**src/hw/rtl/rse_pkg.sv**
```systemverilog
`default_nettype none

package rse_pkg;

  // Field polynomial x^8 + x^4 + x^3 + x^2 + 1 and the step between generator roots.
  localparam logic [8:0] GF_POLY      = 9'h11D;
  localparam logic [7:0] GF_ROOT_STEP = 8'h02;

  // Parity length after reset.
  localparam logic [4:0] ECC_LEN_RESET = 5'd10;

  // Register file: one register, selected by address bit 2.
  localparam int   ADDR_W         = 3;
  localparam logic REG_ECC_LENGTH = 1'b0;

  // Number of parity snapshots the front may run ahead of the back.
  localparam int Q_DEPTH = 2;

  typedef enum logic [1:0] {
    GEN_LOAD,
    GEN_RUN,
    GEN_DONE
  } gen_state_t;

  typedef struct packed {
    logic full;
    logic empty;
  } q_status_t;

  // GF(256) product, most significant bit of b first.
  function automatic logic [7:0] gf_mul(input logic [7:0] a, input logic [7:0] b);
    logic [8:0] acc;
    acc = 9'd0;
    for (int bit_i = 7; bit_i >= 0; bit_i--) begin
      acc = {acc[7:0], 1'b0};
      if (acc[8]) begin
        acc = acc ^ GF_POLY;
      end
      if (b[bit_i]) begin
        acc = acc ^ {1'b0, a};
      end
    end
    return acc[7:0];
  endfunction

endpackage

`default_nettype wire

```
**src/hw/rtl/rse_queue.sv**
```systemverilog
`default_nettype none

module rse_queue #(
  parameter int WIDTH = 240
) (
  input  wire logic              clk,
  input  wire logic              rst,
  input  wire logic              push,
  input  wire logic [WIDTH-1:0]  push_data,
  input  wire logic              pop,
  output logic [WIDTH-1:0]       pop_data,
  output rse_pkg::q_status_t     q_stat
);

  localparam int AW = (rse_pkg::Q_DEPTH > 1) ? $clog2(rse_pkg::Q_DEPTH) : 1;
  localparam int CW = $clog2(rse_pkg::Q_DEPTH + 1);

  logic [WIDTH-1:0] entry [rse_pkg::Q_DEPTH];
  logic [AW-1:0]    wr_ptr;
  logic [AW-1:0]    rd_ptr;
  logic [CW-1:0]    count;

  assign pop_data     = entry[rd_ptr];
  assign q_stat.full  = (count == CW'(rse_pkg::Q_DEPTH));
  assign q_stat.empty = (count == CW'(0));

  always_ff @(posedge clk) begin
    if (push) begin
      entry[wr_ptr] <= push_data;
    end
  end

  always_ff @(posedge clk) begin
    if (rst) begin
      wr_ptr <= '0;
      rd_ptr <= '0;
      count  <= '0;
    end else begin
      if (push) begin
        wr_ptr <= (wr_ptr == AW'(rse_pkg::Q_DEPTH - 1)) ? AW'(0) : wr_ptr + AW'(1);
      end
      if (pop) begin
        rd_ptr <= (rd_ptr == AW'(rse_pkg::Q_DEPTH - 1)) ? AW'(0) : rd_ptr + AW'(1);
      end
      if (push && !pop) begin
        count <= count + CW'(1);
      end else if (pop && !push) begin
        count <= count - CW'(1);
      end
    end
  end

endmodule

`default_nettype wire

```
**config.mk**
```make
export PLATFORM = sky130hd
export DESIGN_NAME = rse_queue
export DESIGN_NICKNAME = d
export VERILOG_FILES = /design/src/hw/rtl/rse_pkg.sv /design/src/hw/rtl/rse_queue.sv
export SDC_FILE = /design/constraint.sdc
export NUM_CORES = 1
export LEC_CHECK = 0
export BUFFER_PORTS_ARGS = -buffer_cell sky130_fd_sc_hd__buf_2
export CORE_MARGIN = 1
export CORE_UTILIZATION = 50
export CTS_BUF_LIST = sky130_fd_sc_hd__clkbuf_4 sky130_fd_sc_hd__clkbuf_8
export DETAILED_ROUTE_END_ITERATION = 10
export PLACE_DENSITY = 0.84
export REMOVE_ABC_BUFFERS = 1
export SETUP_SLACK_MARGIN = 0.1
export SLEW_MARGIN = 20
export SYNTH_ARGS = -nofsm -noshare
export SYNTH_HDL_FRONTEND = slang
export SYNTH_SLANG_ARGS = --single-unit
```
**constraint.sdc**
```tcl
create_clock -name clk -period 30 [get_ports clk]
set_input_delay 6 -clock clk [delete_from_list [all_inputs] [get_ports clk]]
set_output_delay 6 -clock clk [all_outputs]
set_load 0.01 [all_outputs]
```
==> reports/results.ini <==
[outcome]
outcome=finished clean

[cts]
ctsResizeCount=0
clock_latency_ns=0.61
post_cts_buffers=0
clockBufferDepth=3
postCtsHoldBufs=0
clock-root-buffer=clkbuf_8
cts_max_level=3
path_clk_slew_ns=0.06
cts_made_buffers=78
tritoncts=done
numClockSinks=485

[route]
drc=0
dr.pass1.iters=4
routedWlPerCell_um=19.7
wl_um=36400
ant_nets=0
vias_per_cell=4.98
drt-initial-drc-count=315
vias=9199

[sta]
skew_ns=0.0172
period_minus_slack_ns=9.44
rsz0062_at_grt=false
hold_violations=0
fin_tns_setup_ns=0
setup_viol=0
fmax_mhz=106
timing.slew.headroom=0.286
worstMarginPinSlew_ns=1.07
maxSlewViolCount=0
finalCritPeriodShare=0.315

[run]
drv_cap=0

[worst_setup_path]
crit-reg2reg-capture=entry[1][157]
worstPathRequired_ns=24.00
crit_slowest_cell=buf_4
cpMostUsedCell=buf_4
reg2reg_from=wr_ptr
worst_setup_path_end_kind=output pin
crit_type=flip-flop to output pin
reg2reg_slack_ns=26.79
slowest_delay_ns=0.90
critical_path.startpoint_type=flip-flop
critPathMaxFanout=61
crit_chain=buf_4 -> buf_4 -> mux2_2 -> buf_2
cp.arrival_ns=3.44
worstRegToRegCells=3

[place]
post_dp_cell_area_um2=21200
hpwl_um=24200
place_congestion=0.785
dp_cells=1704
io_buffers=485

[finish]
final_cells=1848
drive_gt1_frac=0.627
nets=1561
final_area_um2=22700
area_growth_pct=22.4

[yosys]
synth.cell_area_um2=18500
synth-seq-cells=485
synth_area_per_cell_um2=24.1
ys_seq_area_frac=0.783
yosysUniqueCellTypes=17
yosysWarnings=0
synthCells=769

[die]
die-area_um2=37900
num_rows=70
die_y_um=195
initial_utilization=0.508
die_x_um=195
core_area_um2=36500
io_pins=486

[global_route]
grt_pass1_wl_um=53700
antenna_found_initial=9
grt-ovfl-total=0
grt_pass1_vias=9881
grt_max_degree=170
track_usage=0.189

[worst_hold_path]
min_path_cells=2
hold_start=rd_ptr
hold_class=flip-flop to flip-flop

[pwr]
p_per_area_nw_per_um2=67.1
p_int_uw=1180
p_comb_frac=0.121
p_leak_uw=0.00899
power_uw=1520
pwr-share-clk=0.351
vdd_drop_max_mv=0.0526
pwr-share-seq=0.528
switching_share=0.227
power.switching_uw=346

per-stage QoR:
step           hold WS (ns)  utilization  setup WS, ns
5_1_grt               0.567        0.621         20.40
3_5_place_dp          0.513        0.580         21.10
4_1_cts               0.533        0.621         20.49
2_1_floorplan         0.461            -         12.79
6_report              0.531        0.621         20.56
3_3_place_gp          0.479        0.580         21.12
Yosys cell counts:
library cell,instances,share of area
xor2_1,2,0.00094
or3_1,1,0.00034
edfxtp_1,480,0.78
inv_1,1,0.00020
buf_12,22,0.024
a21oi_1,1,0.00027
nor2b_1,2,0.00067
nor2_1,5,0.0010
mux2_2,40,0.024
xnor2_1,2,0.00094
dfxtp_1,5,0.0054
buf_2,4,0.0011
buf_6,1,0.00061
o21ai_0,1,0.00027
ha_1,1,0.00067
mux2_4,200,0.16
and2_1,1,0.00034
placed cells by master, fill, tap and decap left out:
cell / netlist / layout
a21oi_1: 1 / 1
and2_4: 0 / 1
buf_12: 22 / 1
buf_2: 4 / 485
buf_4: 0 / 8
bufinv_16: 0 / 1
clkbuf_4: 0 / 22
clkbuf_8: 0 / 83
clkinv_1: 0 / 13
clkinv_2: 0 / 10
clkinv_4: 0 / 1
clkinvlp_4: 0 / 6
dfxtp_1: 5 / 4
dfxtp_4: 0 / 1
diode_2: 0 / 8
edfxtp_1: 480 / 480
ha_1: 1 / 1
inv_1: 1 / 1
mux2_2: 40 / 40
mux2_4: 200 / 200
nor2_1: 5 / 5
nor2b_1: 2 / 1
nor2b_4: 0 / 1
o21ai_0: 1 / 1
or3_1: 1 / 1
xnor2_1: 2 / 2
xor2_1: 2 / 2
how the worst max path moves through the flow:
stage / start / to / depth (start not counted)
final: flip-flop / pop_data[223] / 4
after global routing: flip-flop / pop_data[223] / 4
after CTS: flip-flop / pop_data[223] / 4
after detailed placement: push / entry[1][134] / 4
after global placement: push / entry[1][134] / 4
after floorplan: push / entry[0][0] / 1
worst max-delay path, delay by kind of cell, from the launching register on:
kind     cells  cell delay [ns]
buf+inv      3             1.84
flops        1             0.45
mux          1             0.42
metal layers:
layer / GRT usage / up-vias / wire length (um)
met4: 0.0941 / 4 / 1260
met3: 0.0698 / 80 / 2990
met1: 0.206 / 4546 / 13400
li1: - / 4191 / -
met5: 0 / - / 30
met2: 0.324 / 378 / 18700
state kept, by name (all words and copies together), names as in the netlist, named ones only:
register and count:
count 2, rd_ptr 1, entry 480, wr_ptr 1
power groups by stage:
stage,clock [uW],combinational (uW),sequential (uW)
after detailed placement,0,185,818
after global placement,0,182,814
after CTS,551,187,804
after global routing,578,196,806
final,535,184,803
after floorplan,0,131,839
cell families after synthesis:
| kind of cell | synth area share |
|---|---|
| muxes | 0.186 |
| adders and majority gates | 0.000675 |
| and+or+nand+nor | 0.00236 |
| buffers and inverters | 0.0256 |
| xor gates and xnor gates | 0.00189 |
| AOI/OAI and AO/OA | 0.000539 |
| DFF | 0.783 |
area by class of cell:
class | instances | area, um2
clock buffers | 105 | 1310
repair buffers | 494 | 2510
flip-flops and latches | 485 | 14500
fillers | 2514 | 13800
inverters | 1 | 3.75
multi-input cells | 256 | 3560
diodes | 8 | 20.0
clock inverters | 31 | 183
well taps | 468 | 586
(Power assumes the default switching activity.)
