--- src/hw/rtl/rse_pkg.sv ---
`default_nettype none

package rse_pkg;

  // Field polynomial x^8 + x^4 + x^3 + x^2 + 1 and the step between generator roots.
  localparam logic [8:0] GF_POLY      = 9'h11D;
  localparam logic [7:0] GF_ROOT_STEP = 8'h02;

  // Parity length after reset.
  localparam logic [4:0] ECC_LEN_RESET = 5'd10;

  // Register file: one register, selected by address bit 2.
  localparam int   ADDR_W         = 3;
  localparam logic REG_ECC_LENGTH = 1'b0;

  // Number of parity snapshots the front may run ahead of the back.
  localparam int Q_DEPTH = 2;

  typedef enum logic [1:0] {
    GEN_LOAD,
    GEN_RUN,
    GEN_DONE
  } gen_state_t;

  typedef struct packed {
    logic full;
    logic empty;
  } q_status_t;

  // GF(256) product, most significant bit of b first.
  function automatic logic [7:0] gf_mul(input logic [7:0] a, input logic [7:0] b);
    logic [8:0] acc;
    acc = 9'd0;
    for (int bit_i = 7; bit_i >= 0; bit_i--) begin
      acc = {acc[7:0], 1'b0};
      if (acc[8]) begin
        acc = acc ^ GF_POLY;
      end
      if (b[bit_i]) begin
        acc = acc ^ {1'b0, a};
      end
    end
    return acc[7:0];
  endfunction

endpackage

`default_nettype wire

--- src/hw/rtl/rse_back.sv ---
`default_nettype none

module rse_back #(
  parameter int MAX_ECC_LEN = 30,
  parameter int LEN_W       = 5
) (
  input  wire logic                        clk,
  input  wire logic                        rst,
  input  wire logic [LEN_W-1:0]            len_act,
  input  wire rse_pkg::q_status_t          q_stat,
  output logic                             pop,
  input  wire logic [MAX_ECC_LEN*8-1:0]    q_data,
  output logic                             out_valid,
  input  wire logic                        out_stall,
  output logic [7:0]                       ecc_byte,
  output logic                             ecc_last
);

  logic [MAX_ECC_LEN*8-1:0] sreg;
  logic [LEN_W-1:0]         rem_cnt;
  logic                     load_out;
  logic                     emit;

  assign load_out = !out_valid || !out_stall;
  assign emit     = load_out && (rem_cnt != LEN_W'(0));
  assign pop      = !q_stat.empty &&
                    ((rem_cnt == LEN_W'(0)) || ((rem_cnt == LEN_W'(1)) && emit));

  always_ff @(posedge clk) begin
    if (rst) begin
      rem_cnt <= '0;
    end else if (pop) begin
      rem_cnt <= len_act;
    end else if (emit) begin
      rem_cnt <= rem_cnt - LEN_W'(1);
    end
  end

  always_ff @(posedge clk) begin
    if (pop) begin
      sreg <= q_data;
    end else if (emit) begin
      sreg <= sreg >> 8;
    end
  end

  always_ff @(posedge clk) begin
    if (rst) begin
      out_valid <= 1'b0;
    end else if (load_out) begin
      out_valid <= emit;
    end
  end

  always_ff @(posedge clk) begin
    if (emit) begin
      ecc_byte <= sreg[7:0];
      ecc_last <= (rem_cnt == LEN_W'(1));
    end
  end

endmodule

`default_nettype wire

--- config.mk ---
export PLATFORM = sky130hd
export DESIGN_NAME = rse_back
export DESIGN_NICKNAME = d
export VERILOG_FILES = /design/src/hw/rtl/rse_pkg.sv /design/src/hw/rtl/rse_back.sv
export SDC_FILE = /design/constraint.sdc
export NUM_CORES = 1
export LEC_CHECK = 0
export BUFFER_PORTS_ARGS = -buffer_cell sky130_fd_sc_hd__buf_2
export CAP_MARGIN = 0
export CELL_PAD_IN_SITES_DETAIL_PLACEMENT = 2
export CELL_PAD_IN_SITES_GLOBAL_PLACEMENT = 2
export CORE_MARGIN = 3
export CORE_UTILIZATION = 35
export DETAILED_ROUTE_END_ITERATION = 16
export PLACE_DENSITY_LB_ADDON = 0.1
export SLEW_MARGIN = 20
export SYNTH_ARGS = -nofsm -noshare
export SYNTH_HDL_FRONTEND = slang
export SYNTH_SLANG_ARGS = --single-unit
--- constraint.sdc ---
create_clock -name clk -period 47.5 [get_ports clk]
set_input_delay 4.75 -clock clk [delete_from_list [all_inputs] [get_ports clk]]
set_output_delay 4.75 -clock clk [all_outputs]
set_load 0.005 [all_outputs]
==> impl_metrics.env <==
export IMPL_start_util=0.3613
export IMPL_hold_violations=0
export IMPL_period_minus_slack_ns=10.46
export IMPL_netlist_instances=564
export IMPL_p_total_w=0.001031
export IMPL_num_fill_cells=2876
export IMPL_cts_resized=0
export IMPL_ctsHtreeMaxLevel=1
export IMPL_ys_seq_elements=255
export IMPL_max_freq_mhz=95.62
export IMPL_ctsLongestPathBuffers=3
export IMPL_r2r_slack_ns=43.67
export IMPL_finalCritPeriodShare=0.2202
export IMPL_ir_drop_mv=0.04205
export IMPL_core_um2=30110
export IMPL_slew_headroom=0.2748
export IMPL_critical_path_class="input pin to output pin"
export IMPL_clkTransAtPathRegs_ns=0.05
export IMPL_row_count=63
export IMPL_cts_sinks=255
export IMPL_area_growth_pct=24.64
export IMPL_yosys_cell_types_count=35
export IMPL_drt_iter0_markers=358
export IMPL_r2r_end="sreg[149]"
export IMPL_worst_clock_skew_ns=0.01888
export IMPL_drtPass1Iterations=4
export IMPL_grt_pass1_wl_um=40070
export IMPL_synth_area_per_cell_um2=19.29
export IMPL_cellPowerDensity_nw_per_um2=76.04
export IMPL_grt_usage=0.1540
export IMPL_dpl_cell_area_um2=12560
export IMPL_routedWlPerCell_um=20.84
export IMPL_cp_start_kind="input pin"
export IMPL_worstPathRequired_ns=42.75
export IMPL_drc=0
export IMPL_reg2regPathDepth=9
export IMPL_max_cap_violations=0
export IMPL_hold_class="flop to flop"
export IMPL_clock_tree_root_cell="clkbuf_16"
export IMPL_cts_tree="built"
export IMPL_fp_dieH_um=182.3
export IMPL_vias=5969
export IMPL_clk_latency_ns=0.54
export IMPL_pre_cts_slack_ns=37.04
export IMPL_timing_rr_start="rem_cnt[1]"
export IMPL_grt_overflow=0
export IMPL_drtAntennaViolNets=0
export IMPL_cts_setup_buffers=0
export IMPL_drive_above_1_share=0.6445
export IMPL_end_kind="output pin"
export IMPL_gp_congestion=0.7877
export IMPL_cts_buffers=30
export IMPL_chipWidth_um=182.3
export IMPL_timing_final_ws_setup_ns=37.04
export IMPL_synth_fp_nets=816
export IMPL_grt_pass1_vias=6839
export IMPL_min_delay_path_depth=0
export IMPL_worstHoldStart="sreg[7]"
export IMPL_hold_end="ecc_byte[7]"
export IMPL_setup_tns_ns=0
export IMPL_hpwl_um=17880
export IMPL_yosysWarnings=0
export IMPL_hold_buffers=0
export IMPL_io_buffers=259
export IMPL_routed_wl_um=26070
export IMPL_worstMarginPinSlew_ns=1.088
export IMPL_ios=261
export IMPL_final_cell_area_um2=13560
export IMPL_cp_arrival_ns=5.71
export IMPL_dieArea_um2=33230
export IMPL_finalSetupViolCount=0
export IMPL_antenna_found_initial=9
export IMPL_synth_seq_area_share=0.6984
export IMPL_outcome="finished clean"
export IMPL_grt_max_degree=180
export IMPL_p_leak_nw=5.376
export IMPL_synth_area_um2=10880
export IMPL_via_per_inst=4.771
export IMPL_finalMaxSlewViolations=0
export IMPL_grt_setup_unrepaired="no"
export IMPL_finalNetCount=1087
export IMPL_worst_path_max_fanout=10
==> cells by family (layout without fill, tap and decap cells) <==
kind of cell             count (synthesis)  in the layout  synth area share
AO/OA/AOI/OAI                           20             20           0.01438
adder cells (fa/ha/maj)                  2              2          0.002300
buffers and inverters                   32            326           0.01748
flip-flops                             255            255            0.6984
multiplexers                           232            232            0.2529
other                                    0              3                 0
AND/OR/NAND/NOR                         23             23           0.01449
==> per-layer routing <==
layer	vias up	part of all wire	GRT usage
li1	2776	-	-
met1	2956	0.41	0.1988
met2	180	0.51	0.2609
met3	45	0.064	0.03967
met4	12	0.017	0.03717
met5	-	0.0031	0
==> cells in the final DEF (no fill, tap or decap), types with 2 or more instances in the layout <==
cell,n
mux2_4,37
buf_2,259
buf_4,4
a21bo_2,2
ha_1,2
and2_1,10
clkbuf_8,6
o211ai_1,2
a311oi_1,2
a21oi_1,3
nand2_1,2
buf_12,2
diode_2,3
mux2_2,195
clkinv_2,8
clkbuf_1,5
nor3_1,2
a211oi_1,2
o21ai_4,2
dfxtp_1,6
clkbuf_16,31
clkinv_1,4
edfxtp_1,249
inv_1,4
==> worst max-delay path by stage <==
stage                     startpoint  endpoint  slack [ns]  cells after the start
final                      out_stall       pop       37.04                      5
after global routing       out_stall       pop       36.94                      5
after CTS                  out_stall       pop       37.03                      5
after detailed placement   out_stall       pop       37.04                      5
after global placement     out_stall       pop       37.12                      5
after floorplan            out_stall   sreg[0]       24.68                      2
==> where the power goes <==
part / switching (W) / leakage [nW] / internal (W)
sequential: 0.0000380 / 2.55 / 0.000449
clock: 0.0000896 / 0.473 / 0.000128
combinational: 0.000164 / 2.36 / 0.000162
total: 0.000292 / 5.38 / 0.000739
==> layout make-up <==
| cell class | count | area, um^2 | share of cell area |
|---|---|---|---|
| Antenna cell | 3 | 7.507 | 0.0005537 |
| Clock inverter | 13 | 63.81 | 0.004707 |
| Sequential cell | 255 | 7597 | 0.5604 |
| Timing Repair Buffer | 266 | 1394 | 0.1028 |
| Tap cell | 390 | 488.0 | 0.03599 |
| Multi-Input combinational cell | 277 | 3112 | 0.2295 |
| Inverter | 5 | 18.77 | 0.001384 |
| Clock buffer | 42 | 877.1 | 0.06469 |
==> synthesized netlist by cell type (all sizes together) <==
cell     count  area [um^2]
or4b         1        10.01
o2111ai      1        8.760
nor3         2        10.01
nand4b       1        8.760
ha           2        25.02
a31oi        1        6.260
nand3        1        5.000
a311oi       2        17.52
and3         1        6.260
o21ai        3        18.77
or3          1        6.260
o41ai        2        25.03
mux2       232         2751
inv          5        18.76
nor4         1        21.27
nor4b        1        8.760
o211ai       2        15.01
dfxtp        6        120.1
o31ai        1        7.510
and2        10        62.56
clkbuf       1        3.750
nand2        2        7.510
buf         26        167.7
nor2         1        3.750
edfxtp     249         7477
or4          1        7.510
a21boi       1        7.510
a21oi        3        15.01
a211oi       2        15.01
a21bo        2        20.02
==> critical path, stage by stage <==
cell and delay [ns]:
buf_2 0.14, a21boi_1 0.41, o21ai_4 0.10, inv_2 0.17, buf_2 0.14
==> metrics by stage <==
stage	cells	utilization	hold slack (ns)
detailed placement	1191	0.4171	0.4052
global placement	1191	0.4171	0.4034
global route	1251	0.4503	0.4307
finish	1251	0.4503	0.4172
CTS	1246	0.4484	0.4190
floorplan	564	-	0.4003
==> sequential cells by signal, indices dropped and copies added (netlist names) <==
| name | count |
|---|---|
| ecc_byte | 8 |
| sreg | 240 |
| out_valid | 1 |
| ecc_last | 1 |
| rem_cnt | 5 |
Note: power is estimated with default switching activity, not from simulation.
