[src/hw/rtl/rse_pkg.sv]
`default_nettype none

package rse_pkg;

  // Field polynomial x^8 + x^4 + x^3 + x^2 + 1 and the step between generator roots.
  localparam logic [8:0] GF_POLY      = 9'h11D;
  localparam logic [7:0] GF_ROOT_STEP = 8'h02;

  // Parity length after reset.
  localparam logic [4:0] ECC_LEN_RESET = 5'd10;

  // Register file: one register, selected by address bit 2.
  localparam int   ADDR_W         = 3;
  localparam logic REG_ECC_LENGTH = 1'b0;

  // Number of parity snapshots the front may run ahead of the back.
  localparam int Q_DEPTH = 2;

  typedef enum logic [1:0] {
    GEN_LOAD,
    GEN_RUN,
    GEN_DONE
  } gen_state_t;

  typedef struct packed {
    logic full;
    logic empty;
  } q_status_t;

  // GF(256) product, most significant bit of b first.
  function automatic logic [7:0] gf_mul(input logic [7:0] a, input logic [7:0] b);
    logic [8:0] acc;
    acc = 9'd0;
    for (int bit_i = 7; bit_i >= 0; bit_i--) begin
      acc = {acc[7:0], 1'b0};
      if (acc[8]) begin
        acc = acc ^ GF_POLY;
      end
      if (b[bit_i]) begin
        acc = acc ^ {1'b0, a};
      end
    end
    return acc[7:0];
  endfunction

endpackage

`default_nettype wire

[src/hw/rtl/rse_front.sv]
`default_nettype none

module rse_front #(
  parameter int MAX_ECC_LEN = 30
) (
  input  wire logic                        clk,
  input  wire logic                        rst,
  input  wire logic                        clear,
  input  wire logic                        gen_busy,
  input  wire logic [MAX_ECC_LEN*8-1:0]    coef,
  input  wire logic                        in_valid,
  output logic                             in_stall,
  input  wire logic [7:0]                  data_byte,
  input  wire logic                        block_end,
  input  wire rse_pkg::q_status_t          q_stat,
  output logic                             push,
  output logic [MAX_ECC_LEN*8-1:0]         push_data
);

  logic [7:0] rem      [MAX_ECC_LEN];
  logic [7:0] rem_next [MAX_ECC_LEN];
  logic [7:0] factor;
  logic       accept;

  assign in_stall = gen_busy || q_stat.full;
  assign accept   = in_valid && !in_stall;
  assign push     = accept && block_end;
  assign factor   = data_byte ^ rem[0];

  // Entries above the active length stay zero, as do their coefficients, so the
  // shift can run over the whole register whatever the length.
  always_comb begin
    for (int i = 0; i < MAX_ECC_LEN; i++) begin
      rem_next[i] = rse_pkg::gf_mul(coef[i*8 +: 8], factor);
      if (i + 1 < MAX_ECC_LEN) begin
        rem_next[i] = rem_next[i] ^ rem[i+1];
      end
      push_data[i*8 +: 8] = rem_next[i];
    end
  end

  always_ff @(posedge clk) begin
    if (rst || clear) begin
      for (int i = 0; i < MAX_ECC_LEN; i++) begin
        rem[i] <= 8'd0;
      end
    end else if (accept) begin
      for (int i = 0; i < MAX_ECC_LEN; i++) begin
        rem[i] <= block_end ? 8'd0 : rem_next[i];
      end
    end
  end

endmodule

`default_nettype wire

[config.mk]
export PLATFORM = sky130hd
export DESIGN_NAME = rse_front
export DESIGN_NICKNAME = d
export VERILOG_FILES = /design/src/hw/rtl/rse_pkg.sv /design/src/hw/rtl/rse_front.sv
export SDC_FILE = /design/constraint.sdc
export NUM_CORES = 2
export LEC_CHECK = 0
export ABC_CLOCK_PERIOD_IN_PS = 17550
export BUFFER_PORTS_ARGS = -buffer_cell sky130_fd_sc_hd__clkbuf_2
export CAP_MARGIN = 30
export CORE_MARGIN = 4
export CORE_UTILIZATION = 45
export CTS_CLUSTER_DIAMETER = 60
export DETAILED_ROUTE_END_ITERATION = 10
export PLACE_DENSITY_LB_ADDON = 0.15
export SYNTH_ARGS = -nofsm -noshare
export SYNTH_HDL_FRONTEND = slang
export SYNTH_SLANG_ARGS = --single-unit
[constraint.sdc]
create_clock -name clk -period 17.55 [get_ports clk]
set_input_delay 1.755 -clock clk [delete_from_list [all_inputs] [get_ports clk]]
set_output_delay 1.755 -clock clk [all_outputs]
set_load 0.05 [all_outputs]
==> summary by stage <==
Outcome
The flow ran to the end, and the final reports show no timing, DRC or antenna violations.

Worst setup path
The startpoint of the most critical register-to-register path is rem[0][4]. The worst-case register-to-register setup slack is 12.60 ns. The slowest stage of the critical path belongs to the cell buf_4. The number of cells on the worst reg-to-reg path is 11. At the worst endpoint, the arrival time is approximately 6.4 ns.

The terminus of the critical flop-to-flop path is rem[1][27]. The critical path launch point type is an input pin. The critical path goes through clkbuf_2 -> xor2_4 -> buf_4 -> buf_4 -> buf_4 -> nand2_1 -> xnor2_1 -> xnor2_1 -> xnor3_1 -> xnor2_1 -> xnor3_1 -> inv_1 -> clkbuf_2.

The stage delay of the slowest cell on the critical path is around 0.86 ns. The kind of capture point of the worst setup path is a primary output. The critical path is of the in2out type. Along the worst path, the maximum fanout reaches 72. At the worst endpoint, the required time is 15.79 ns.

Clock network
TritonCTS built the clock tree. The root buffer cell is clkbuf_16. In this run the number of H-tree levels came out at 2. The buffer count from post-CTS setup fixing is 0. After clock tree synthesis, the clock-pin slew on the worst setup and hold paths is ~0.050 ns. The number of hold buffers added after CTS was 0. The maximum number of buffers from clock root to sink is 3.

The TritonCTS buffer count is 47. The number of gates resized after CTS is 0. The clock sink total is between 200 and 250. The clock reaches the later pin of the worst-skew pair after 0.64 ns.

Floorplan
The die width is roughly 310 um. The number of top-level pins is around 500. The die extent in y is approximately 310 um. The floorplan has roughly 110 rows. The area of the die is 98100 um^2.

The initial core utilization is roughly 46%. The core outline area is 92100 um^2.

Timing
Timing would allow up to about 120 MHz. The minimum period implied by the final worst setup slack is between 8 and 9 ns. Dividing the final minimum period by the clock period gives 46.2%. Headroom to the max-slew limit came out at 23.6%. Across the routed clock network, the largest skew measured is between 0.04 and 0.05 ns. Setup violations remaining at the end of the flow were counted as 0.

For the pin with the worst max-slew slack, the measured transition is 1.15 ns. The number of hold violations in the final report is 0. The final count of pins violating max slew was 0. Setup repair after global routing left no endpoint under its margin. In the final timing run, aggregate negative setup slack is 0 ns.

Cells and area
At the end of the flow, the number of nets in the layout was approximately 5700. The flip-flop count of the largest register, all copies and words added is 240. In the final layout, the registers with the most flip-flops are rem (240). The area growth from synthesis to final layout is 9.50%. The footprint of the flip-flops and latches is 7210 um^2. The post-route netlist has 13.4% of its cells at a drive strength greater than 1. The largest register by flop count is rem. In the final layout, the multi-input gates occupy ~32000 um^2. The filler cell count is 9060.

Logic synthesis
Yosys printed 0 warnings. In this run the biggest area consumer among cell types represents about a third of the synthesized area. By area the synthesized netlist is led by xnor2_1 (32%), edfxtp_1 (17%), nand2_1 (15%).

The most used standard cell by instance count after synthesis is nand2_1. Of all flip-flops after synthesis, the portion carrying an async set or reset was 0%. The fraction of the yosys area taken by sequential cells is 17.2%. The post-synthesis area per instance is between 7 and 8 um^2.

The number of flip-flops and latches in the synthesized netlist is 240. xnor2_1 takes more of the synthesized area than any other cell. The most used flip-flop cell after synthesis is edfxtp_1. In this run the cell area of the synthesized design comes to 41900 um^2. By count the netlist is led by nand2_1 (1698), xnor2_1 (1539), xor2_1 (499). The number of different library cells in the post-synthesis netlist is between 40 and 50. The number of nets handed over by synthesis was between 5000 and 6000. The synthesized design contains 240 enable-type register cells.

The synthesized instance count is about 5400.

Global routing
The total overflow reported by the global router is 0. The pin count of the biggest net entering global routing is 168. Global routing used ~30% of the available tracks.

The number of antenna violations at the first check in global routing is 29. The first global-routing pass estimated roughly 230000 um of wire. The number of global-route vias before repair is roughly 35000.

Detailed routing
The routed wire length per instance is between 20 and 25 um. For this block, the routed nets add up to around 150000 um of wire. The count of routing violations after the opening detailed-route iteration is ~3100. The detailed-routing iteration count for the pre-antenna-repair pass is 5.

Across all layers, the routed design uses around 36000 vias. Once detail routing completed, the nets flagged for antenna violations numbered 0. In the routed design, unresolved DRC markers number 0. Dividing the detail-routed via count by the number of cells gives approximately 5.4.

Min path
The origin of the worst min-delay path is rem[1][72]. The worst min-delay path endpoint is rem[1][64]. The path type of the worst min-delay path is reg2reg.

The number of cells on the worst hold path is 3.

Place
The final HPWL from detailed placement is approximately 100000 um. At the end of routability-driven placement, the weighted congestion stood at roughly 0.86. The number of input and output port buffers inserted is 496.

Run
The count of maximum capacitance violations is 0.
==> cell families after synthesis <==
kind of cell / after synthesis / synth area share (%)
XOR/XNOR: 2210 / 50.7
AND/OR/NAND/NOR: 2074 / 20.8
buffers and inverters: 532 / 5.96
AO/OA/AOI/OAI: 317 / 5.05
flip-flops: 240 / 17.2
multiplexers: 13 / 0.310
==> worst max-delay path: cells and delay by family <==
kind	cells	cell delay, ns
AND/OR/NAND/NOR	1	0.16
XOR/XNOR	6	1.77
buffers and inverters	6	2.53
==> metrics by stage <==
stage / utilization, % / worst slack [ns] / instance area, um^2 / instances / hold slack (ns)
after floorplan: - / 9.73 / 41900 / 5386 / 0.901
after global routing: 49.8 / 9.23 / 45900 / 6756 / 0.836
after detailed placement: 48.2 / 9.45 / 44400 / 6669 / 0.785
after CTS: 49.8 / 9.45 / 45800 / 6748 / 0.798
after global placement: 48.1 / 9.49 / 44300 / 6665 / 0.783
final: 49.8 / 9.44 / 45900 / 6767 / 0.789
==> layout make-up <==
type                       count  share of cell area (%)
clock buffer                  53                    2.61
timing repair buffer         558                    6.74
inverter                      15                   0.123
multi-input combinational   4614                    70.7
clock inverter                26                   0.619
antenna                       18                  0.0982
tap                         1243                    3.39
sequential                   240                    15.7
==> worst max path at each step <==
| stage | startpoint | endpoint | slack, ns | cells after the start |
|---|---|---|---|---|
| after floorplan | q_stat[1] | rem[0][0] | 9.73 | 3 |
| after global placement | data_byte[4] | push_data[155] | 9.49 | 13 |
| after detailed placement | data_byte[4] | push_data[155] | 9.45 | 13 |
| after CTS | data_byte[4] | push_data[155] | 9.45 | 13 |
| after global routing | data_byte[4] | push_data[155] | 9.23 | 13 |
| final | data_byte[4] | push_data[155] | 9.44 | 13 |
==> cells in the final DEF, fill, tap and decap left out, drive strengths merged, types with 2 or more instances in the layout <==
| master | instances |
|---|---|
| nor2 | 96 |
| a21oi | 18 |
| nor4b | 8 |
| clkbuf | 548 |
| edfxtp | 240 |
| xor2 | 507 |
| xor3 | 3 |
| diode | 18 |
| inv | 22 |
| and2 | 94 |
| xnor3 | 85 |
| bufinv | 4 |
| and4 | 95 |
| nor3 | 9 |
| xnor2 | 1615 |
| a31oi | 7 |
| o22ai | 17 |
| buf | 63 |
| a221oi | 18 |
| a22oi | 18 |
| a32oi | 95 |
| mux2i | 13 |
| clkinvlp | 6 |
| o21ai | 133 |
| nand2b | 2 |
| a21boi | 4 |
| a21o | 3 |
| or3 | 3 |
| clkinv | 9 |
| nand3 | 10 |
| nor2b | 52 |
| nand2 | 1702 |
==> routing by layer <==
| metal | vias to the layer above | wire length [um] | global-route usage, % |
|---|---|---|---|
| li1 | 17100 | - | - |
| met3 | 255 | 11800 | 5.69 |
| met5 | - | 69 | 0 |
| met1 | 17600 | 64000 | 39.5 |
| met4 | 12 | 5250 | 10.7 |
| met2 | 1446 | 69500 | 48.5 |
Power is not shown: default switching activity piles up to over one toggle a cycle in this logic, so the estimate is an artifact.
