File: src/hw/rtl/rse_pkg.sv
`default_nettype none

package rse_pkg;

  // Field polynomial x^8 + x^4 + x^3 + x^2 + 1 and the step between generator roots.
  localparam logic [8:0] GF_POLY      = 9'h11D;
  localparam logic [7:0] GF_ROOT_STEP = 8'h02;

  // Parity length after reset.
  localparam logic [4:0] ECC_LEN_RESET = 5'd10;

  // Register file: one register, selected by address bit 2.
  localparam int   ADDR_W         = 3;
  localparam logic REG_ECC_LENGTH = 1'b0;

  // Number of parity snapshots the front may run ahead of the back.
  localparam int Q_DEPTH = 2;

  typedef enum logic [1:0] {
    GEN_LOAD,
    GEN_RUN,
    GEN_DONE
  } gen_state_t;

  typedef struct packed {
    logic full;
    logic empty;
  } q_status_t;

  // GF(256) product, most significant bit of b first.
  function automatic logic [7:0] gf_mul(input logic [7:0] a, input logic [7:0] b);
    logic [8:0] acc;
    acc = 9'd0;
    for (int bit_i = 7; bit_i >= 0; bit_i--) begin
      acc = {acc[7:0], 1'b0};
      if (acc[8]) begin
        acc = acc ^ GF_POLY;
      end
      if (b[bit_i]) begin
        acc = acc ^ {1'b0, a};
      end
    end
    return acc[7:0];
  endfunction

endpackage

`default_nettype wire

File: src/hw/rtl/rse_gen.sv
`default_nettype none

module rse_gen #(
  parameter int MAX_ECC_LEN = 30,
  parameter int LEN_W       = 5
) (
  input  wire logic                     clk,
  input  wire logic                     rst,
  input  wire logic                     restart,
  input  wire logic [LEN_W-1:0]         len_act,
  output logic                          busy,
  output logic [MAX_ECC_LEN*8-1:0]      coef
);

  rse_pkg::gen_state_t state, state_next;

  logic [7:0]       coef_r    [MAX_ECC_LEN];
  logic [7:0]       coef_step [MAX_ECC_LEN];
  logic [7:0]       root;
  logic [LEN_W-1:0] cnt;

  // One multiply-by-root step of the product (x - root) applied to every coefficient.
  always_comb begin
    for (int j = 0; j < MAX_ECC_LEN; j++) begin
      coef_step[j] = rse_pkg::gf_mul(coef_r[j], root);
      if (j + 1 < MAX_ECC_LEN) begin
        coef_step[j] = coef_step[j] ^ coef_r[j+1];
      end
    end
  end

  always_ff @(posedge clk) begin
    if (rst) begin
      state <= rse_pkg::GEN_LOAD;
    end else if (restart) begin
      state <= rse_pkg::GEN_LOAD;
    end else begin
      state <= state_next;
    end
  end

  always_comb begin
    state_next = state;
    busy       = 1'b1;
    case (state)
      rse_pkg::GEN_LOAD: begin
        state_next = rse_pkg::GEN_RUN;
      end
      rse_pkg::GEN_RUN: begin
        if (cnt == len_act - LEN_W'(1)) begin
          state_next = rse_pkg::GEN_DONE;
        end
      end
      rse_pkg::GEN_DONE: begin
        busy = 1'b0;
      end
      default: begin
        state_next = rse_pkg::GEN_LOAD;
      end
    endcase
  end

  always_ff @(posedge clk) begin
    case (state)
      rse_pkg::GEN_LOAD: begin
        for (int j = 0; j < MAX_ECC_LEN; j++) begin
          coef_r[j] <= (LEN_W'(j) == len_act - LEN_W'(1)) ? 8'd1 : 8'd0;
        end
        root <= 8'd1;
        cnt  <= '0;
      end
      rse_pkg::GEN_RUN: begin
        for (int j = 0; j < MAX_ECC_LEN; j++) begin
          coef_r[j] <= coef_step[j];
        end
        root <= rse_pkg::gf_mul(root, rse_pkg::GF_ROOT_STEP);
        cnt  <= cnt + LEN_W'(1);
      end
      default: begin
      end
    endcase
  end

  always_comb begin
    for (int j = 0; j < MAX_ECC_LEN; j++) begin
      coef[j*8 +: 8] = coef_r[j];
    end
  end

endmodule

`default_nettype wire

File: config.mk
export PLATFORM = sky130hd
export DESIGN_NAME = rse_gen
export DESIGN_NICKNAME = d
export VERILOG_FILES = /design/src/hw/rtl/rse_pkg.sv /design/src/hw/rtl/rse_gen.sv
export SDC_FILE = /design/constraint.sdc
export NUM_CORES = 2
export LEC_CHECK = 0
export BUFFER_PORTS_ARGS = -buffer_cell sky130_fd_sc_hd__buf_2
export CAP_MARGIN = 20
export CORE_UTILIZATION = 55
export DETAILED_ROUTE_END_ITERATION = 16
export PLACE_DENSITY = 0.79
export SYNTH_ARGS = -nofsm -noshare
export SYNTH_HDL_FRONTEND = slang
export SYNTH_SLANG_ARGS = --single-unit
File: constraint.sdc
create_clock -name clk -period 19.85 [get_ports clk]
set_clock_uncertainty 0.2 [all_clocks]
set_input_delay 4.9625 -clock clk [delete_from_list [all_inputs] [get_ports clk]]
set_output_delay 4.9625 -clock clk [all_outputs]
set_load 0.01 [all_outputs]
==> results by group <==
Timing
  • Final min period: 6.851 ns
  • Tcrit/Tclk final: 34.51%
  • WHS: 0.4460 ns
  • RSZ-0062 raised after global routing: no
  • Final Hold Viols: 0
  • Final setup viols: 0
  • Slew HR: 26.93%
  • Sum Neg Setup Slack: 0 ns
  • Peak Freq: 146.0 MHz
  • Least-Margin Pin Slew: 1.096 ns
  • Max-slew violations: 0

Yosys
  • Primary FF master, synth: edfxtp_1
  • Net count after synthesis: 5413
  • FF+latch count, synth: 255
  • Post-synth top area cell: xnor2_1
  • Synth area leaders: xnor2_1 (29%), edfxtp_1 (17%), nand2_1 (15%), xor2_1 (9.3%), xnor3_1 (7.2%)
  • Ys Warns: 0
  • Synthesized area per cell: 8.040 µm²
  • Post-Syn Area: 43420 µm²
  • Distinct cells, synth: 63
  • Area share of the largest cell type after synthesis: 28.50%
  • Sequential area share after synthesis: 17.59%
  • Mapped Cells: 5400
  • FFs w/ async S/R, synth: 0%
  • Number of enable flip-flop cells after synthesis: 253

Critical path
  • CP Capture Type: output pin
  • Crit path buf inv count: 1
  • WP depth: 1
  • Crit path cell chain: buf_2
  • RR Startpoint: root[7]$_SDFFCE_PN0P_
  • Required time of the critical path: 14.69 ns
  • CP max FO: 10
  • R2r setup slk: 15.32 ns
  • Reg2reg end: coef_r[0][124]$_SDFFCE_PN0P_
  • CP max stage delay: 0.80 ns
  • Top delay family on crit path: flip-flops
  • Arrival @ worst endpoint: 1.69 ns
  • CP max stage cell: edfxtp_1
  • Setup crit start: coef_r[1][48]$_DFFE_PP_
  • Critical Path End: coef[176]
  • WS Path Type: reg2out
  • FF-to-FF path depth: 9
  • Worst setup SP type: flop

Power and ir drop
  • NetSw: 0.4308 mW
  • Sequential Power Share: 42.3%
  • Combinational fraction of design power: 11.0%
  • Design Power: 1.490 mW
  • Internal Power: 1.060 mW
  • Switching share of power: 28.90%
  • PD cells: 33.05 nW/µm²
  • Leak pwr: 15.43 nW
  • Clock network fraction of total power: 46.7%
  • VDD IR-drop max: 0.04923 mV

Die
  • Area of the die: 80070 µm²
  • Rows: 102
  • Initial Util: 55.86%
  • Die X: 283.0 µm
  • IO Pins: 249
  • Core area: 77720 µm²
  • Die H: 283.0 µm

GRT
  • Via count of the first global-routing pass: 34210
  • Total gr overflow: 0
  • First-pass GRT wire length: 191800 µm
  • Total GRT Usage: 29.41%
  • Pin count of the biggest net entering global routing: 165
  • Initial antenna violation count: 4

Routing
  • DR WL/cell: 19.13 µm
  • First-pass iteration count of the detailed router: 8
  • Vias per cell: 5.605
  • Final WL: 120300 µm
  • Final ANT Viol Nets: 0
  • # DRC: 0
  • Routed via count: 35240
  • DRT iter0 DRCs: 3467

Clock tree
  • CTS clk-pin slew, worst paths: 0.06 ns
  • Post-CTS sizing: 0
  • CTS Buf Count: 36
  • Setup bufs post-CTS: 0
  • Clk buf depth: 3
  • Sinks on Clock Net: 255
  • Cts hold-fix bufs: 0
  • CTS tree: done
  • Worst skew pair latency: 0.57 ns
  • Htree depth: 2
  • Clock root buffer master: clkbuf_16

Finish
  • Most common cell after layout, fill and taps aside: nand2_1
  • Sequential cell area: 7637 µm²
  • Layout area overhead: 3.882%
  • Most frequent cells in the layout: nand2_1 (1771), xnor2_1 (1413), xor2_1 (459)
  • Final nets: 5229
  • Layout cells sized above 1: 10.96%
  • Fillers: 6762
  • Multi-input gate area: 33230 µm²

Placed design
  • Hpwl dp: 74990 µm
  • I/O Buffers: 248
  • Gpl congestion: 0.8691

Flow run
  • Max Cap Viol: 0

Min path
  • Hold Crit Class: reg2reg

Status
  • Status: finished clean
-- area by class of cell --
cell class	instances	share of cell area (%)
diodes	4	0.02219
clock buffers	44	2.158
clock inverters	22	0.5271
inverters	14	0.1332
multi-input cells	4621	73.67
flip-flops and latches	255	16.93
well taps	1040	2.885
repair buffers	288	3.667
-- how the worst min path moves through the flow --
| stage | startpoint | to | depth (start not counted) |
|---|---|---|---|
| 4_1_cts | cnt[0]$_SDFFCE_PN0P_ | cnt[0]$_SDFFCE_PN0P_ | 1 |
| 5_1_grt | cnt[0]$_SDFFCE_PN0P_ | cnt[0]$_SDFFCE_PN0P_ | 1 |
| 6_report | cnt[0]$_SDFFCE_PN0P_ | cnt[0]$_SDFFCE_PN0P_ | 1 |
| 3_3_place_gp | cnt[0]$_SDFFCE_PN0P_ | cnt[0]$_SDFFCE_PN0P_ | 1 |
| 2_1_floorplan | state[1]$_SDFFE_PP0P_ | state[0]$_SDFFE_PP0P_ | 1 |
| 3_5_place_dp | cnt[0]$_SDFFCE_PN0P_ | cnt[0]$_SDFFCE_PN0P_ | 1 |
-- flip-flops by register name (all words and copies together), names as in the netlist --
signal	count
state	2
cnt	5
root	8
coef_r	240
-- synthesized netlist by cell type, types with 4 or more instances --
library cell / n
a22oi_1: 36
a21oi_1: 12
buf_4: 35
buf_2: 127
a22oi_2: 19
buf_6: 42
a21o_1: 24
ha_1: 5
clkbuf_1: 170
xnor2_2: 111
o21ai_0: 19
mux2i_1: 53
xor2_2: 11
xor2_1: 459
nor2b_1: 30
nor3_1: 4
a22o_1: 7
xnor3_1: 138
nor2_1: 232
xnor2_1: 1413
a221oi_2: 4
o22ai_1: 32
nand2_1: 1772
nor3b_1: 8
edfxtp_1: 253
nand3b_1: 4
nand2b_1: 70
a221oi_1: 9
a211oi_1: 6
buf_1: 135
and2_1: 9
inv_1: 14
mux2_2: 54
xnor3_2: 14
a21bo_2: 7
nand3_1: 12
and3b_1: 12
-- per-stage QoR --
step / cell area, µm² / instances / worst slack, ns / utilization [%]
final: 45100 / 6288 / 13.00 / 58.03
after global routing: 45100 / 6288 / 12.84 / 58.03
after CTS: 45090 / 6284 / 13.03 / 58.02
after detailed placement: 43880 / 6218 / 12.47 / 56.46
after global placement: 43880 / 6218 / 12.49 / 56.46
after floorplan: 43420 / 5400 / 12.69 / -
-- power groups by stage --
stage | combinational (mW) | clock [mW] | sequential (mW)
global route | 0.175 | 0.715 | 0.633
global placement | 0.159 | 0 | 0.641
finish | 0.163 | 0.696 | 0.631
detailed placement | 0.162 | 0 | 0.641
CTS | 0.162 | 0.698 | 0.630
floorplan | 0.135 | 0 | 0.616
-- per-layer routing --
layer  global-route usage, %  wire, µm  part of all wire (%)  vias up
met3                   4.549     10280                   8.5      247
met4                   11.54      4173                   3.5        0
li1                        -         -                     -    16320
met1                   37.41     47360                    39    17130
met5                       0         0                     0        -
met2                   49.82     58450                    49     1550
-- kinds of logic (layout without fill, tap and decap cells) --
kind of cell | after synthesis | in the layout | share of synthesized area [%]
adders and majority gates | 5 | 5 | 0.1441
and+or+nand+nor | 2165 | 2165 | 19.75
xor gates and xnor gates | 2148 | 2148 | 50.38
muxes | 108 | 108 | 2.657
other | 0 | 4 | 0
AOI/OAI and AO/OA | 195 | 195 | 3.550
buffers and inverters | 524 | 368 | 5.928
DFF | 255 | 255 | 17.59
Note: power is estimated with default switching activity, not from simulation.
